**src/design/vtep_pkg.sv**
```systemverilog
// Shared types and constants for the velocity to energy and pitch core.
// Used by vtep_energy, vtep_cell and velocity_to_energy_pitch_core.
package vtep_pkg;

    // Field widths
    localparam int VEL_W    = 32;
    localparam int ENERGY_W = 48;
    localparam int PITCH_W  = 24;
    localparam int COEFF_W  = 32;
    localparam int SHIFT_W  = 6;
    localparam int CFG_IDX_W  = 8;
    localparam int CFG_DATA_W = 32;

    // CORDIC datapath widths: x/y hold magnitudes below 2^63 after the
    // 2^30 prescale and the CORDIC gain; z stays within +/-2^25.
    localparam int XY_W     = 64;
    localparam int Z_W      = 26;
    localparam int ATAN_W   = 22;
    localparam int PRESCALE = 30;
    localparam int TAB_N    = 32;

    localparam logic [PITCH_W-1:0] PITCH_MAX    = 24'd11796480;
    localparam logic [Z_W-1:0]     QUARTER_TURN = 26'd5898240;

    // Configuration register indexes
    localparam logic [CFG_IDX_W-1:0] CFG_ENERGY_COEFF = 8'd0;
    localparam logic [CFG_IDX_W-1:0] CFG_ENERGY_SHIFT = 8'd1;

    // atan(2^-i) in degrees * 65536, rounded to nearest
    localparam logic [ATAN_W-1:0] ATAN_TAB [TAB_N] = '{
        22'd2949120, 22'd1740967, 22'd919879, 22'd466945,
        22'd234379,  22'd117304,  22'd58666,  22'd29335,
        22'd14668,   22'd7334,    22'd3667,   22'd1833,
        22'd917,     22'd458,     22'd229,    22'd115,
        22'd57,      22'd29,      22'd14,     22'd7,
        22'd4,       22'd2,       22'd1,      22'd0,
        22'd0,       22'd0,       22'd0,      22'd0,
        22'd0,       22'd0,       22'd0,      22'd0
    };

    // Payload handed from cell to cell
    typedef struct packed {
        logic signed [XY_W-1:0] x;
        logic signed [XY_W-1:0] y;
        logic signed [Z_W-1:0]  z;
        logic [ENERGY_W-1:0]    energy;
        logic                   zero;
    } t_cord;

endpackage

```
**src/design/vtep_cell.sv**
```systemverilog
// One CORDIC vectoring step as a pipeline cell; energy and flag ride along.
// Depends on vtep_pkg.
module vtep_cell #(
    parameter int STEP = 0
) (
    input  logic            i_clk,
    input  logic            i_rst_n,
    input  logic            i_valid,
    output logic            o_ready,
    input  vtep_pkg::t_cord i_data,
    output logic            o_valid,
    input  logic            i_ready,
    output vtep_pkg::t_cord o_data
);
    import vtep_pkg::*;

    logic                   r_valid;
    t_cord                  r_data;
    logic signed [XY_W-1:0] w_dx, w_dy;
    logic signed [Z_W-1:0]  w_ang;
    t_cord                  n_data;

    assign o_ready = !r_valid || i_ready;

    // Rotate toward y = 0 (floor shifts)
    always_comb begin
        w_dx   = i_data.y >>> STEP;
        w_dy   = i_data.x >>> STEP;
        w_ang  = $signed({{(Z_W-ATAN_W){1'b0}}, ATAN_TAB[STEP]});
        n_data = i_data;
        if (!i_data.y[XY_W-1]) begin
            n_data.x = i_data.x + w_dx;
            n_data.y = i_data.y - w_dy;
            n_data.z = i_data.z + w_ang;
        end else begin
            n_data.x = i_data.x - w_dx;
            n_data.y = i_data.y + w_dy;
            n_data.z = i_data.z - w_ang;
        end
    end

    always_ff @(posedge i_clk) begin
        if (!i_rst_n) begin
            r_valid <= 1'b0;
        end else if (o_ready) begin
            r_valid <= i_valid;
        end
    end

    always_ff @(posedge i_clk) begin
        if (o_ready && i_valid) begin
            r_data <= n_data;
        end
    end

    assign o_valid = r_valid;
    assign o_data  = r_data;

endmodule

```
**config.mk**
```make
export PLATFORM = sky130hd
export DESIGN_NAME = vtep_cell
export DESIGN_NICKNAME = d
export VERILOG_FILES = /design/src/design/vtep_pkg.sv /design/src/design/vtep_cell.sv
export SDC_FILE = /design/constraint.sdc
export NUM_CORES = 1
export LEC_CHECK = 0
export ABC_AREA = 1
export CAP_MARGIN = 20
export CELL_PAD_IN_SITES_DETAIL_PLACEMENT = 1
export CELL_PAD_IN_SITES_GLOBAL_PLACEMENT = 1
export CORE_UTILIZATION = 50
export CTS_BUF_LIST = sky130_fd_sc_hd__clkbuf_2
export DETAILED_ROUTE_END_ITERATION = 8
export DONT_BUFFER_PORTS = 1
export GPL_TIMING_DRIVEN = 0
export PLACE_DENSITY_LB_ADDON = 0.3
export SLEW_MARGIN = 20
export SYNTH_ARGS = -nofsm -noshare
export SYNTH_HDL_FRONTEND = slang
export SYNTH_SLANG_ARGS = --single-unit
```
**constraint.sdc**
```tcl
create_clock -name i_clk -period 26.8 [get_ports i_clk]
set_input_delay 1.34 -clock i_clk [delete_from_list [all_inputs] [get_ports i_clk]]
set_output_delay 1.34 -clock i_clk [all_outputs]
set_load 0.02 [all_outputs]
```
### After elaboration in Yosys (flattened, before gate mapping)

Index checks and enable logic that the tools add are counted.

* bits in registers: 204
* input bits: 207
* output and inout bits: 205
* logic and storage cells: 15

* add/subtract/negate cells: 5
* multiplexer cells: 1
* reduce and logical (&&, ||, !) cells: 3

Operator list (number)
* $mux 154: 1
* $sub 64x64->64: 2
* $add 64x64->64: 1
* $add 26x23->26 const B: 1
* $sub 26x23->26 const B: 1
* $logic_and 1x1->1: 1
* $logic_not 1->1: 1
* $logic_or 1x1->1: 1

### Logic depth before layout (Yosys ltp)

* depth after elaboration: 3
* gate-level depth with buffers: 19
* mapped depth without buffers: 18

### Worst setup path before layout

Ideal clock, no wire load.

* path type: input port to flip-flop
* start: input i_valid
* end: register r_data, in the netlist o_data[0], enable pin
* library setup time: 832 ps
* data arrival time: 11074 ps
* required time: 25968 ps
* slack: 14894 ps
* stages: 2
* buffers on the path: 0
* path through: inv_1 a21oi_1

* word-level cells in the longest chain between the ends: 1

Ends and longest elaborated chain
* start, declared: line vtep_cell.sv:8 `input logic i_valid,`
* $logic_and 1x1->1: line vtep_cell.sv:51 `if (o_ready && i_valid) begin`
* end signal, assigned: line vtep_cell.sv:52 `r_data <= n_data;`
* end, declared: line vtep_cell.sv:18 `t_cord r_data;`

No other way between the ends.
A chain may end at the register's enable or synchronous reset.

==> metrics.md <==
| Metric | Value |
|---|---|
| Hold path start | i_data[51] |
| Worst setup EP type | register |
| WL/cell | ~25 µm |
| Detailed placement HPWL | between 90,000 and 100,000 µm |
| Most frequent cells in the layout | nand2_1, inv_1, nand3_1 |
| Final hold viol count | 0 |
| Latest clock arrival within the worst-skew pair | 1.04 ns |
| Final setup vio count | 0 |
| Clock skew | ~0.10 ns |
| Num CTS Buffers | 51 |
| Max IR drop VDD | 23.2 µV |
| Max frequency | roughly 250 MHz |
| Synthesis-to-finish area growth | 6.55% |
| DRC Markers | 0 |
| DR vias/cell | roughly 5.8 |
| Die height | roughly 220 µm |
| Total Wirelength | about 120,000 µm |
| Die Wd | around 220 µm |
| Post-cts resize count | 0 |
| Initial DRC Count | 2,777 |
| CTS Root Cell | clkbuf_2 |
| Quantity of hold-fixing buffers added after cts | 0 |
| Pre-Repair DR Iteration Count | 8 |
| Mapped Avg Cell Area | around 6.2 µm² |
| Post-Synthesis Cells | a little under 4,000 |
| Bufs on Longest Clock Path | 3 |
| DP Worst Slack | between 20 and 25 ns |
| Type of the setup path with the least slack | in -> reg |
| Slew Limit Fails | 0 |
| Starting Density | between 50 and 60% |
| Post-Layout Inst Area | between 20,000 and 30,000 µm² |
| PnR worst setup slack | ~23 ns |
| Largest net degree at the start of global routing | 28 |
| Overflow after GRT | 0 |
| Post-place instance area | around 26,000 µm² |
| # H-tree levels | 2 |
| Status | finished clean |
| Final min period | 3.98 ns |
| Initial antenna violation count | 19 |
| Worst R2R Start | o_valid$_SDFFE_PN0N_ |
| Netlist cell types | 50 |
| CP endpoint | o_data[73]$_DFFE_PP_ |
| Port buffer count | 0 |
| Arrival @ worst endpoint | between 4 and 5 ns |
| Synth Register Bits | roughly 200 |
| CTS tree | done |
| Crit-path max FO | 13 |
| Vias in the first global route | 26,900 |
| Post-CTS setup buffers | 0 |
| Critical R2R Capture | o_data[202]$_DFFE_PP_ |
| Async S/R FF share, synth | 0% |
| Core ar. | 48,800 µm² |
| Max-Slew Margin vs Limit | 21.2% |
| Vias | roughly 28,000 |
| Main synth FF type | edfxtp_1 |
| RSZ-0062 raised after global routing | false |
| Required @ worst endpoint | roughly 28 ns |
| Worst slew pin tran | approximately 1.2 ns |
| Synthesized area | 24,700 µm² |
| Layout cells sized above 1 | under 10% |
| Leak pwr | between 10 and 15 nW |
| All-Layer GR Usage | between 40% and 50% |
| Number of synthesized flops with an enable pin | 202 |
| Reg-to-reg setup timing slack | between 20 and 25 ns |
| Final GP Congestion | about 1.0 |
| Startpoint Class | input pin |
| Die area | between 50,000 and 60,000 µm² |
| First-pass GRT wire length | roughly 170,000 µm |
| Final nets | 4,455 |
| R2R cell count | 5 |
| Row count | just over 80 |
| Fin crit share | between 10% and 20% |
| Seq/Total Area, Yosys | between 20% and 30% |
| Synth warn | 0 |
| Fin Setup TNS | 0 ns |
| I/O Pins | 412 |
| Total Power | between 0.001 and 0.0015 W |
| Critical path origin | i_data[138] |
| Maxcap violations | 0 |
| Final ANT Viol Nets | 0 |
| Final core utilization | 53.9% |
| Sink Count | 203 |
| Clock-pin slew on the worst setup and hold paths | approximately 0.12 ns |
| Min-delay worst type | in -> reg |
| PwrDens | around 46 nW/µm² |
| Most common cell after layout, fill and taps aside | nand2_1 |
| Mapped Nets | between 4,000 and 5,000 |
cell usage after synthesis, types with 40 or more instances:
library cell / instances / share of area [%]
edfxtp_1: 202 / 25
inv_1: 792 / 12
xor2_1: 47 / 1.7
nor2_2: 48 / 1.2
nand2_2: 40 / 1.0
a21oi_1: 188 / 3.8
nand4_1: 44 / 1.1
nor2_1: 224 / 3.4
nand2_1: 1401 / 21
ha_1: 214 / 11
nand3_1: 305 / 6.2
o21ai_0: 130 / 2.6
critical path, cell delays in order:
cell and delay, ns:
clkbuf_1 0.42, clkinv_1 0.32, clkbuf_1 0.46, buf_4 0.43, ha_1 0.42, a21oi_1 0.22
o21ai_0 0.19, nand2_1 0.11, nand2_1 0.05, a21oi_1 0.26, o21bai_1 0.13, nand2_1 0.08
nand2_1 0.07, xor2_1 0.16
sequential cells by signal, summed over array words and instances, names as in the netlist:
signal   count
o_data     202
o_valid      1
final cells by class:
cell class              count  area [µm²]
inverters                 833        3130
clock inverters            21         146
multi-input cells        2842       14900
clock buffers              72         360
well taps                 664         831
plain buffers              90         596
fillers                  6987       22500
diodes                     13        32.5
flip-flops and latches    203        6090
repair buffers              9         235
power breakdown:
part | total [W] | switching [W] | internal (W)
combinational | 0.000513 | 0.000376 | 0.000137
clock | 0.000247 | 0.000153 | 0.0000942
sequential | 0.000455 | 0.0000608 | 0.000394
total | 0.00122 | 0.000590 | 0.000626
worst min-delay path by stage:
stage,endpoint,cells past startpoint
6_report,o_data[51]$_DFFE_PP_,0
3_3_place_gp,o_valid$_SDFFE_PN0N_,2
3_5_place_dp,o_valid$_SDFFE_PN0N_,2
4_1_cts,o_data[51]$_DFFE_PP_,0
5_1_grt,o_data[51]$_DFFE_PP_,0
2_1_floorplan,o_valid$_SDFFE_PN0N_,2
through the flow:
step	cells	hold slack (ns)
after global routing	4741	0.255
after CTS	4734	0.232
after global placement	4632	0.829
final	4747	0.312
after floorplan	3968	0.729
after detailed placement	4641	0.865
routing by layer:
metal	vias up	part of all wire (%)	global-route usage, %
li1	12400	-	-
met1	13000	39	57.6
met2	1745	43	70.6
met3	443	12	14.1
met4	10	6.5	25.9
met5	-	0.070	0
kinds of logic after synthesis:
family	share of synthesized area, %
and+or+nand+nor	37.9
buffers and inverters	15.1
AOI/OAI and AO/OA	9.34
adders and majority gates	11.2
DFF	24.6
xor gates and xnor gates	1.88
Power figures use the tool's default switching activity.
